File: src/hdl/crc16_packet_deframer_macros.svh
// Assertion macros for the deframer. Each expects clk and rst in scope.
`ifndef CRC16_PACKET_DEFRAMER_MACROS_SVH
`define CRC16_PACKET_DEFRAMER_MACROS_SVH

`ifndef SYNTHESIS

// Same-cycle implication, disabled during reset.
`define CRCDF_ASSERT_IMP(label, ante, cons) \
  label: assert property (@(posedge clk) disable iff (rst) (ante) |-> (cons)) \
    else $error("deframer assertion failed");

// Next-cycle implication, disabled during reset.
`define CRCDF_ASSERT_NXT(label, ante, cons) \
  label: assert property (@(posedge clk) disable iff (rst) (ante) |=> (cons)) \
    else $error("deframer assertion failed");

`else

`define CRCDF_ASSERT_IMP(label, ante, cons)
`define CRCDF_ASSERT_NXT(label, ante, cons)

`endif

`endif

File: src/hdl/crcdf_pkg.sv
`timescale 1ns / 1ps

package crcdf_pkg;

  localparam logic [7:0]  START_SHORT = 8'h02;
  localparam logic [7:0]  START_LONG  = 8'h03;
  localparam logic [7:0]  STOP_MARK   = 8'h03;
  localparam logic [15:0] CRC_POLY    = 16'h1021;
  localparam logic [15:0] CRC_TOP     = 16'h8000;

  typedef enum logic [2:0] {
    PH_IDLE      = 3'd0,
    PH_LEN_SHORT = 3'd1,
    PH_LEN_HI    = 3'd2,
    PH_LEN_LO    = 3'd3,
    PH_PAYLOAD   = 3'd4,
    PH_CRC_HI    = 3'd5,
    PH_CRC_LO    = 3'd6,
    PH_STOP      = 3'd7
  } phase_t;

  // One received item as held in the input register.
  typedef struct packed {
    logic       command;
    logic [7:0] rx_byte;
  } step_t;

  // Result of one step, valid marks that the step gives an item.
  typedef struct packed {
    logic       valid;
    logic       is_verdict;
    logic [7:0] payload_byte;
    logic       frame_good;
  } result_t;

  // XMODEM CRC16 over one byte, MSB first.
  function automatic logic [15:0] crc_update(input logic [15:0] crc, input logic [7:0] b);
    logic [15:0] c;
    c = crc ^ {b, 8'h00};
    for (int i = 0; i < 8; i++) begin
      if ((c & CRC_TOP) != 16'h0000) begin
        c = {c[14:0], 1'b0} ^ CRC_POLY;
      end else begin
        c = {c[14:0], 1'b0};
      end
    end
    return c;
  endfunction

endpackage

File: src/hdl/crcdf_in_if.sv
`timescale 1ns / 1ps

interface crcdf_in_if;
  logic       valid;
  logic       ready;
  logic       command;
  logic [7:0] rx_byte;

  modport source (output valid, output command, output rx_byte, input ready);
  modport sink (input valid, input command, input rx_byte, output ready);
endinterface

File: src/hdl/crcdf_out_if.sv
`timescale 1ns / 1ps

interface crcdf_out_if;
  logic       valid;
  logic       ready;
  logic       is_verdict;
  logic [7:0] payload_byte;
  logic       frame_good;

  modport source (output valid, output is_verdict, output payload_byte,
                  output frame_good, input ready);
  modport sink (input valid, input is_verdict, input payload_byte,
                input frame_good, output ready);
endinterface

File: src/hdl/crcdf_parser.sv
`timescale 1ns / 1ps
`include "crc16_packet_deframer_macros.svh"

module crcdf_parser (
  input  logic              clk,
  input  logic              rst,
  input  logic              step,
  input  crcdf_pkg::step_t  item,
  output crcdf_pkg::result_t res
);
  import crcdf_pkg::*;

  phase_t      phase, phase_next;
  logic [15:0] expected_length, expected_length_next;
  logic [15:0] bytes_received, bytes_received_next;
  logic [15:0] running_crc, running_crc_next;
  logic [15:0] received_crc, received_crc_next;
  logic [15:0] crc_byte;
  logic [15:0] count_inc;
  logic [15:0] len_lo;

  assign crc_byte  = crc_update(running_crc, item.rx_byte);
  assign count_inc = bytes_received + 16'd1;
  assign len_lo    = {expected_length[15:8], item.rx_byte};

  // Next state
  always_comb begin
    phase_next           = phase;
    expected_length_next = expected_length;
    bytes_received_next  = bytes_received;
    running_crc_next     = running_crc;
    received_crc_next    = received_crc;
    if (item.command) begin
      phase_next           = PH_IDLE;
      expected_length_next = 16'h0000;
      bytes_received_next  = 16'h0000;
      running_crc_next     = 16'h0000;
      received_crc_next    = 16'h0000;
    end else begin
      case (phase)
        PH_IDLE: begin
          if (item.rx_byte inside {START_SHORT, START_LONG}) begin
            phase_next           = (item.rx_byte == START_SHORT) ? PH_LEN_SHORT : PH_LEN_HI;
            expected_length_next = 16'h0000;
            bytes_received_next  = 16'h0000;
            running_crc_next     = 16'h0000;
            received_crc_next    = 16'h0000;
          end
        end
        PH_LEN_SHORT: begin
          expected_length_next = {8'h00, item.rx_byte};
          phase_next = (item.rx_byte == 8'h00) ? PH_CRC_HI : PH_PAYLOAD;
        end
        PH_LEN_HI: begin
          expected_length_next = {item.rx_byte, 8'h00};
          phase_next           = PH_LEN_LO;
        end
        PH_LEN_LO: begin
          expected_length_next = len_lo;
          phase_next = (len_lo == 16'h0000) ? PH_CRC_HI : PH_PAYLOAD;
        end
        PH_PAYLOAD: begin
          running_crc_next    = crc_byte;
          bytes_received_next = count_inc;
          if (count_inc >= expected_length) begin
            phase_next = PH_CRC_HI;
          end
        end
        PH_CRC_HI: begin
          received_crc_next = {item.rx_byte, 8'h00};
          phase_next        = PH_CRC_LO;
        end
        PH_CRC_LO: begin
          received_crc_next = {received_crc[15:8], item.rx_byte};
          phase_next        = PH_STOP;
        end
        PH_STOP: begin
          phase_next = PH_IDLE;
        end
        default: begin
          phase_next = PH_IDLE;
        end
      endcase
    end
  end

  // Outputs
  always_comb begin
    res = '0;
    if (step && !item.command) begin
      case (phase)
        PH_PAYLOAD: begin
          res.valid        = 1'b1;
          res.payload_byte = item.rx_byte;
        end
        PH_STOP: begin
          res.valid      = 1'b1;
          res.is_verdict = 1'b1;
          res.frame_good = (item.rx_byte == STOP_MARK) && (running_crc == received_crc);
        end
        default: begin
          res = '0;
        end
      endcase
    end
  end

  always_ff @(posedge clk) begin
    if (rst) begin
      phase           <= PH_IDLE;
      expected_length <= 16'h0000;
      bytes_received  <= 16'h0000;
      running_crc     <= 16'h0000;
      received_crc    <= 16'h0000;
    end else if (step) begin
      phase           <= phase_next;
      expected_length <= expected_length_next;
      bytes_received  <= bytes_received_next;
      running_crc     <= running_crc_next;
      received_crc    <= received_crc_next;
    end
  end

  `CRCDF_ASSERT_NXT(a_cmd_to_idle, step && item.command, phase == PH_IDLE)
  `CRCDF_ASSERT_IMP(a_payload_count, phase == PH_PAYLOAD, bytes_received < expected_length)
  `CRCDF_ASSERT_IMP(a_verdict_at_stop, res.valid && res.is_verdict, phase == PH_STOP)
  `CRCDF_ASSERT_IMP(a_payload_gives_item, step && !item.command && phase == PH_PAYLOAD,
                    res.valid && !res.is_verdict)

endmodule

File: src/hdl/crc16_packet_deframer.sv
`timescale 1ns / 1ps
// Channel  | Dir | Fields                                  | Meaning
// bytes    | in  | command[0], rx_byte[7:0]                | received byte or reset command
// results  | out | is_verdict[0], payload_byte[7:0],       | payload byte or end-of-frame
//          |     | frame_good[0]                           | verdict
//
// One item per cycle sustained while results is not stalled: the per-byte CRC
// update and parser step are combinational logic between the input register and
// the result register. An accepted byte is held in the input register, and its
// result is loaded into the result register as it advances, to be taken there.
// Reset (rst, synchronous) empties both registers and returns the parser to idle.
// A stall on results holds the result register and the input register; bytes
// keeps taking items as long as the input register can drain.

module crc16_packet_deframer (
  input logic   clk,
  input logic   rst,
  crcdf_in_if.sink    bytes,
  crcdf_out_if.source results
);
  import crcdf_pkg::*;

  // Input register
  logic    s1_valid;
  step_t   s1_item;
  logic    s1_adv;

  // Result register
  logic    o_valid;
  result_t o_res;

  result_t step_res;

  // Advance the held item whenever the result register is free or draining.
  assign s1_adv      = s1_valid && (!o_valid || results.ready);
  assign bytes.ready = !s1_valid || s1_adv;

  always_ff @(posedge clk) begin
    if (rst) begin
      s1_valid <= 1'b0;
    end else if (bytes.ready) begin
      s1_valid <= bytes.valid;
    end
  end

  // Capture the payload on accept only.
  always_ff @(posedge clk) begin
    if (bytes.valid && bytes.ready) begin
      s1_item.command <= bytes.command;
      s1_item.rx_byte <= bytes.rx_byte;
    end
  end

  // Parser state advances once per held item, as it moves to the result side.
  crcdf_parser u_parser (
    .clk  (clk),
    .rst  (rst),
    .step (s1_adv),
    .item (s1_item),
    .res  (step_res)
  );

  // Load a result when the item advances; drop it once taken.
  always_ff @(posedge clk) begin
    if (rst) begin
      o_valid <= 1'b0;
    end else if (s1_adv) begin
      o_valid <= step_res.valid;
    end else if (results.ready) begin
      o_valid <= 1'b0;
    end
  end

  always_ff @(posedge clk) begin
    if (s1_adv) begin
      o_res <= step_res;
    end
  end

  assign results.valid        = o_valid;
  assign results.is_verdict   = o_res.is_verdict;
  assign results.payload_byte = o_res.payload_byte;
  assign results.frame_good   = o_res.frame_good;

endmodule

File: src/flat_wrapper.sv
// flat-port wrapper written by rule: the top's interface ports become plain ports
module crc16_packet_deframer_flat import crcdf_pkg::*;
  (clk, rst, bytes_valid, bytes_command, bytes_rx_byte, bytes_ready, results_valid, results_is_verdict, results_payload_byte, results_frame_good, results_ready);
  crcdf_in_if bytes_i ();
  crcdf_out_if results_i ();
  input logic clk;
  input logic rst;
  input wire logic [$bits(bytes_i.valid)-1:0] bytes_valid;
  input wire logic [$bits(bytes_i.command)-1:0] bytes_command;
  input wire logic [$bits(bytes_i.rx_byte)-1:0] bytes_rx_byte;
  output wire logic [$bits(bytes_i.ready)-1:0] bytes_ready;
  output wire logic [$bits(results_i.valid)-1:0] results_valid;
  output wire logic [$bits(results_i.is_verdict)-1:0] results_is_verdict;
  output wire logic [$bits(results_i.payload_byte)-1:0] results_payload_byte;
  output wire logic [$bits(results_i.frame_good)-1:0] results_frame_good;
  input wire logic [$bits(results_i.ready)-1:0] results_ready;
  assign bytes_i.valid = bytes_valid;
  assign bytes_i.command = bytes_command;
  assign bytes_i.rx_byte = bytes_rx_byte;
  assign bytes_ready = bytes_i.ready;
  assign results_valid = results_i.valid;
  assign results_is_verdict = results_i.is_verdict;
  assign results_payload_byte = results_i.payload_byte;
  assign results_frame_good = results_i.frame_good;
  assign results_i.ready = results_ready;
  crc16_packet_deframer u_core (.clk(clk), .rst(rst), .bytes(bytes_i), .results(results_i));
endmodule
File: config.mk
export PLATFORM = sky130hd
export DESIGN_NAME = crc16_packet_deframer_flat
export DESIGN_NICKNAME = d
export VERILOG_FILES = /design/src/hdl/crcdf_pkg.sv /design/src/hdl/crcdf_in_if.sv /design/src/hdl/crcdf_out_if.sv /design/src/hdl/crcdf_parser.sv /design/src/hdl/crc16_packet_deframer.sv /design/src/flat_wrapper.sv
export VERILOG_INCLUDE_DIRS = /design/src /design/src/hdl
export SDC_FILE = /design/constraint.sdc
export NUM_CORES = 1
export LEC_CHECK = 0
export BUFFER_PORTS_ARGS = -buffer_cell sky130_fd_sc_hd__buf_2
export CORE_MARGIN = 3
export CORE_UTILIZATION = 35
export CTS_BUF_LIST = sky130_fd_sc_hd__clkbuf_8 sky130_fd_sc_hd__clkbuf_16
export DETAILED_ROUTE_END_ITERATION = 8
export SYNTH_ARGS = -nofsm -noshare
export SYNTH_HDL_FRONTEND = slang
export SYNTH_HIERARCHICAL = 1
export SYNTH_SLANG_ARGS = --single-unit
File: constraint.sdc
create_clock -name clk -period 4 [get_ports clk]
set_input_delay 0.6 -clock clk [delete_from_list [all_inputs] [get_ports clk]]
set_output_delay 0.6 -clock clk [all_outputs]
set_load 0.1 [all_outputs]
* Word level (Yosys, flattened, before mapping) *
Index checks and enable logic that the tools add are counted.

cells by class
  $add $sub $neg = 1
  multipliers = 0
  div/mod/pow operators = 0
  order comparisons = 1
  eq/ne operators = 14
  shift operators = 0
  muxes and demuxes = 31
  bitwise operators = 9
  reductions and logical operators = 28

operator list
  cell                                                    count
  two-way mux 13 bit                                      8
  two-way mux 16 bit                                      5
  one-hot mux 16 bit (2 select lines)                     2
  one-hot mux 16 bit (4 select lines)                     1
  one-hot mux 16 bit (3 select lines)                     1
  NOT 3 bit                                               8
  one-hot mux 3 bit (8 select lines)                      1
  adder 16 x 1 -> 16 bit (second input constant)          1
  == test 16 bit                                          1
  == test 8 x 2 -> 1 bit (second input constant)          2
  >= comparator 16 bit                                    1
  zero test 16 bit                                        1
  XOR 16 bit                                              1
  == test 3 bit (second input constant)                   4
  AND reduction 3 bit                                     4
  two-way mux 11 bit                                      1
  two-way mux 3 bit                                       3
  zero test 8 bit                                         1
  two-way mux 8 bit                                       1
  AND reduction 4 bit                                     2
  nonzero test 4 bit                                      2
  two-way mux 1 bit                                       7
  == test 3 x 2 -> 1 bit (second input constant)          2
  inequality test 3 x 2 -> 1 bit (second input constant)  2
  other kinds (12)                                        22

word-level totals
  flip-flop bits (word level) = 88
  latch bits = 0
  RAM bits = 0
  bits in read-only memories = 0
  output and inout bits = 12
  logic and storage cells = 98
  memories kept = 0

* Longest topological paths before layout *
  word-level depth = 19
  depth in mapped cells = 11
  gate-level depth less buffers = 11

* By module *
Netlist, hierarchy kept.

by module, submodules not included
  module                 instances  cells each  area an instance (um^2)  seq. area each (um^2)
  crcdf_parser           1          450         3,829.9                  1,341.3
  crc16_packet_deframer  1          29          674.4                    610.6

* Least setup slack after synthesis *
Ideal clock, no wire load.

  kind = reg-to-reg
  start point = register u_core.u_parser.bytes_received[2]
  end point = register u_core.u_parser.phase[1]
  arrival time = 2,600 ps
  setup slack = 1,329 ps
  cell stages (with the launch flop) = 11
  path buffers = 0
  clock period less this slack = 2,671 ps
  path through = dfxtp_1 > and4_1 > nand4_1 > o21a_1 > or2_2 > ha_1 > nand4_1 > nor3_1 > nor4b_1 > o31a_1 > mux2i_1

on the way
  word-level cells in the longest chain between the ends = 4

ends and longest elaborated chain
  item                                      RTL line             RTL
  from (decl)                               crcdf_parser.sv:15   logic [15:0] bytes_received, bytes_received_next;
  from (signal assigned)                    crcdf_parser.sv:118  bytes_received <= bytes_received_next;
  adder 16 x 1 -> 16 bit                    crcdf_parser.sv:23   assign count_inc = bytes_received + 16'd1;
  >= comparator 16 bit                      crcdf_parser.sv:65   if (count_inc >= expected_length) begin
  inequality test 3 x 2 -> 1 bit (no line)  --
  AND reduction 3 bit (no line)             --
  to (signal assigned)                      crcdf_parser.sv:116  phase <= phase_next;
  to (decl)                                 crcdf_parser.sv:13   phase_t phase, phase_next;

Every way passes these cells.
A chain may end at the register's enable or synchronous reset.

* Worst setup path after layout *
  start point = register u_core.u_parser.bytes_received[2]
  end point = register u_core.u_parser.phase[0]

Same word-level chain as after synthesis.

==> impl_results.rst <==
.. list-table::
   :header-rows: 1

   * - Metric
     - Value
   * - Run status
     - complete, no violations
   * - Terminus of the critical flop-to-flop path
     - u_core/u_parser/phase[0]$_SDFFE_PP0P_
   * - Cell chain of the critical path
     - and4_1, nand4_1, o21a_1, or2_2, ha_1, nand4_1, nor3_1, nor4b_1, o31a_1, mux2i_1
   * - Number of flip-flops and latches in the synthesized netlist
     - 88
   * - Clock tree from TritonCTS
     - built
   * - Total congestion overflow after global routing
     - 0
   * - DIE AREA
     - 14300 um2
   * - Gr usage total
     - 0.163
   * - Top FF cell, synth
     - sky130_fd_sc_hd__dfxtp_1
   * - Number of H-tree levels
     - 3
   * - Resized cells post-CTS
     - 0
   * - Commonest cells after routing, fill and taps aside
     - sky130_fd_sc_hd__dfxtp_1 (69), sky130_fd_sc_hd__nand2_1 (54), sky130_fd_sc_hd__a21oi_1 (37)
   * - Detailed-routing iteration count for the pre-antenna-repair pass
     - 5
   * - Ratio of routed vias to standard cells
     - 5.39
   * - Post-route clock period utilization
     - 0.779
   * - Shortest clock period the worst path allows after layout
     - 3120 ps
   * - Antenna violations before repair
     - 0
   * - Crit path max-delay family
     - simple AND/OR/NAND/NOR gates
   * - Share of layout cells above drive strength 1
     - 0.135
   * - Setup TNS
     - 0 ps
   * - Post-synthesis net count
     - 509
   * - Global-route wire length before repair
     - 18400 um
   * - Final Net Count
     - 529
   * - Most frequent cell on the critical path
     - sky130_fd_sc_hd__nand4_1
   * - Post-place setup slack
     - 969 ps
   * - Asr flop ratio synth
     - 0
   * - Unrepaired setup endpoints after global routing
     - no
   * - Slowest CP cell
     - sky130_fd_sc_hd__dfxtp_1
   * - Final worst hold slack
     - 434 ps
   * - Cell count of the worst hold path
     - 1
   * - Total DRC errors in the routed layout
     - 0
   * - CP max FO
     - 7
   * - Num rows
     - 40
   * - Peak Freq
     - 0.321 GHz
   * - Gate count of the mapped netlist
     - 479
   * - Number of DRC markers in iteration 0
     - 202
   * - Total power per unit cell area
     - 388 nW/um2
   * - Final count of pins violating max slew
     - 0
   * - Clock insertion delay at the later pin of the skew report
     - 340 ps
   * - Final routed wire length divided by cell count
     - 16.6 um
   * - Leakage
     - 1.92 nW
   * - Mean cell area of the mapped netlist
     - 9.40 um2
   * - R2R Setup Slk
     - 880 ps
   * - Worst VDD drop
     - 0.326 mV
   * - Most common library cell in the layout ignoring fill and taps
     - sky130_fd_sc_hd__dfxtp_1
   * - Post-synthesis cell area
     - 4500 um2
   * - Die span in y
     - 119 um
   * - Number of buffers between clock root and the deepest sink
     - 2
   * - Post-route antenna net violation count
     - 0
   * - Post-CTS setup-driven buffer insertion count
     - 0
   * - Clock Sinks
     - 88
   * - Peak per-stage delay on the critical path
     - 430 ps
   * - Yosys warns
     - 6
   * - Vias in the first global route
     - 3674
   * - Die width
     - 119 um
   * - Hold buffer count at CTS
     - 0
   * - Clock skew after layout
     - 5.36 ps
   * - Worst setup path class
     - flip-flop to flip-flop
   * - Area Overhead vs Synth
     - 13.4%
   * - Worst hold path type
     - primary input to flip-flop
   * - Routed via count
     - 3623
   * - Floorplan Core Area
     - 12300 um2
   * - Worst path required time
     - 4270 ps
   * - Inserted Clock Buffers
     - 9
   * - Largest net degree at the start of global routing
     - 46
   * - Startpoint of the most critical hold path
     - bytes_rx_byte[5]
   * - Launch instance of the worst register-to-register path
     - u_core/u_parser/bytes_received[2]$_SDFFE_PP0P_
   * - Clock-pin slew reported for the worst setup and hold paths after clock tree synthesis
     - 60 ps
   * - Element type at the critical path start
     - flip-flop
   * - Hpwl dp
     - 7680 um
   * - Worst Setup End Kind
     - flip-flop
   * - Initial standard-cell utilization of the core
     - 0.366
   * - Number of synthesized flops with an enable pin
     - 19
   * - Number of maximum-capacitance violations
     - 0
   * - Clock root buffer
     - sky130_fd_sc_hd__clkbuf_16
   * - Final Routed Wirelength
     - 11200 um
   * - Antenna fix cells
     - 0
   * - Slew of the pin with the lowest slew margin
     - 775 ps
   * - Number of library cell types mapped by synthesis
     - 60
   * - Sequential cell area fraction in the yosys report
     - 0.433
   * - Worst Slack Setup Final
     - 884 ps
   * - Hold Crit Endpoint
     - u_core/s1_item[5]$_DFFE_PP_
   * - Slew headroom
     - 0.481
   * - Total I/O pin count
     - 25
   * - Total buffers and inverters traversed by the critical path
     - 0
   * - Endpoints failing hold
     - 0
   * - Worst path arrival time
     - 3380 ps
   * - Count of buffers from port buffering
     - 24
   * - Worst R2R Path Depth
     - 10
   * - Final estimated routing congestion in global placement
     - 0.912
   * - Final number of setup-violating endpoints
     - 0
==> power by group <==
group          total (mW)  switching, mW  internal, mW
Sequential          0.947         0.0284         0.919
Combinational       0.134         0.0954        0.0383
Clock               0.901          0.353         0.548
Total                1.98          0.477          1.51
==> stage by stage <==
step	power (mW)	cell area, um2	util	cells
CTS	2.00	5110	0.415	672
floorplan	1.06	4500	-	479
global placement	1.10	4790	0.389	656
global route	2.05	5110	0.415	672
detailed placement	1.10	4790	0.389	656
finish	1.98	5110	0.415	672
==> state kept, by name (all words and copies together), names as in the netlist <==
name	cells
u_core/u_parser/received_crc	16
u_core/results.is_verdict	1
u_core/results.payload_byte	8
u_core/u_parser/running_crc	16
u_core/u_parser/phase	3
u_core/results.frame_good	1
u_core/s1_item	9
u_core/s1_valid	1
u_core/u_parser/bytes_received	16
u_core/results.valid	1
u_core/u_parser/expected_length	16
==> worst max path at each step <==
stage | endpoint | cells past startpoint | slack (ps) | start
5_1_grt | u_core/u_parser/phase[1]$_SDFFE_PP0P_ | 10 | 550 | u_core/u_parser/bytes_received[5]$_SDFFE_PP0P_
3_5_place_dp | u_core/u_parser/phase[1]$_SDFFE_PP0P_ | 10 | 970 | u_core/u_parser/bytes_received[2]$_SDFFE_PP0P_
2_1_floorplan | u_core/u_parser/phase[1]$_SDFFE_PP0P_ | 10 | 1330 | u_core/u_parser/bytes_received[2]$_SDFFE_PP0P_
3_3_place_gp | u_core/u_parser/phase[1]$_SDFFE_PP0P_ | 10 | 1130 | u_core/u_parser/bytes_received[2]$_SDFFE_PP0P_
6_report | u_core/u_parser/phase[0]$_SDFFE_PP0P_ | 10 | 880 | u_core/u_parser/bytes_received[2]$_SDFFE_PP0P_
4_1_cts | u_core/u_parser/phase[0]$_SDFFE_PP0P_ | 10 | 960 | u_core/u_parser/bytes_received[2]$_SDFFE_PP0P_
==> metal layers <==
metal | part of all wire | wire, um | track usage | up-vias
met4 | 0.039 | 431 | 0.0780 | 0
met1 | 0.44 | 4920 | 0.202 | 1725
li1 | - | - | - | 1770
met5 | 0 | 0 | 0 | -
met3 | 0.044 | 495 | 0.0342 | 32
met2 | 0.48 | 5310 | 0.268 | 96
==> synth_stat cells (2+ instances only) <==
| cell type | count | area, um2 |
|---|---|---|
| sky130_fd_sc_hd__nand2b_1 | 4 | 25.0 |
| sky130_fd_sc_hd__a311oi_1 | 3 | 26.3 |
| sky130_fd_sc_hd__and4_1 | 3 | 26.3 |
| sky130_fd_sc_hd__edfxtp_1 | 19 | 571 |
| sky130_fd_sc_hd__o21ai_0 | 29 | 145 |
| sky130_fd_sc_hd__a31oi_1 | 4 | 25.0 |
| sky130_fd_sc_hd__inv_1 | 21 | 78.8 |
| sky130_fd_sc_hd__a21oi_1 | 37 | 185 |
| sky130_fd_sc_hd__a21oi_2 | 3 | 26.3 |
| sky130_fd_sc_hd__nand4_1 | 10 | 62.6 |
| sky130_fd_sc_hd__nor2_1 | 18 | 67.6 |
| sky130_fd_sc_hd__a211oi_1 | 3 | 22.5 |
| sky130_fd_sc_hd__nor4_1 | 3 | 18.8 |
| sky130_fd_sc_hd__and2_4 | 2 | 17.5 |
| sky130_fd_sc_hd__nand3_1 | 10 | 50.1 |
| sky130_fd_sc_hd__a21o_1 | 2 | 15.0 |
| sky130_fd_sc_hd__o21a_1 | 5 | 37.5 |
| sky130_fd_sc_hd__a32o_1 | 6 | 60.1 |
| sky130_fd_sc_hd__a2111oi_0 | 2 | 17.5 |
| sky130_fd_sc_hd__or3_1 | 2 | 12.5 |
| sky130_fd_sc_hd__dfxtp_1 | 69 | 1380 |
| sky130_fd_sc_hd__ha_1 | 17 | 213 |
| sky130_fd_sc_hd__o2bb2ai_1 | 8 | 70.1 |
| sky130_fd_sc_hd__or2_2 | 3 | 18.8 |
| sky130_fd_sc_hd__nor2b_1 | 2 | 12.5 |
| sky130_fd_sc_hd__buf_2 | 6 | 30.0 |
| sky130_fd_sc_hd__mux2i_1 | 4 | 40.0 |
| sky130_fd_sc_hd__a32oi_1 | 2 | 17.5 |
| sky130_fd_sc_hd__xor2_1 | 22 | 193 |
| sky130_fd_sc_hd__nand2_1 | 54 | 203 |
| sky130_fd_sc_hd__nor2_2 | 2 | 12.5 |
| sky130_fd_sc_hd__and3_1 | 13 | 81.3 |
| sky130_fd_sc_hd__xnor2_1 | 30 | 263 |
| sky130_fd_sc_hd__a21oi_4 | 2 | 32.5 |
| sky130_fd_sc_hd__a22o_1 | 12 | 105 |
| sky130_fd_sc_hd__nor3_1 | 10 | 50.1 |
| sky130_fd_sc_hd__clkbuf_1 | 14 | 52.6 |
==> cell families (layout without fill, tap and decap cells) <==
family | after synthesis | after routing | share of synthesized area
AND/OR/NAND/NOR | 147 | 147 | 0.174
AO/OA/AOI/OAI | 128 | 128 | 0.198
flip-flops | 88 | 88 | 0.433
XOR/XNOR | 52 | 52 | 0.101
buffers and inverters | 43 | 68 | 0.0383
adder cells (fa/ha/maj) | 17 | 17 | 0.0472
multiplexers | 4 | 4 | 0.00889
==> final cells by class <==
cell class                 instances  area (um2)
clock buffer                       9         225
clock inverter                     7        95.1
fill                            1218        7200
inverter                          22        82.6
multi-input combinational        348        2380
sequential                        88        1950
tap                              168         210
timing repair buffer              30         165
Power figures use the tool's default switching activity.
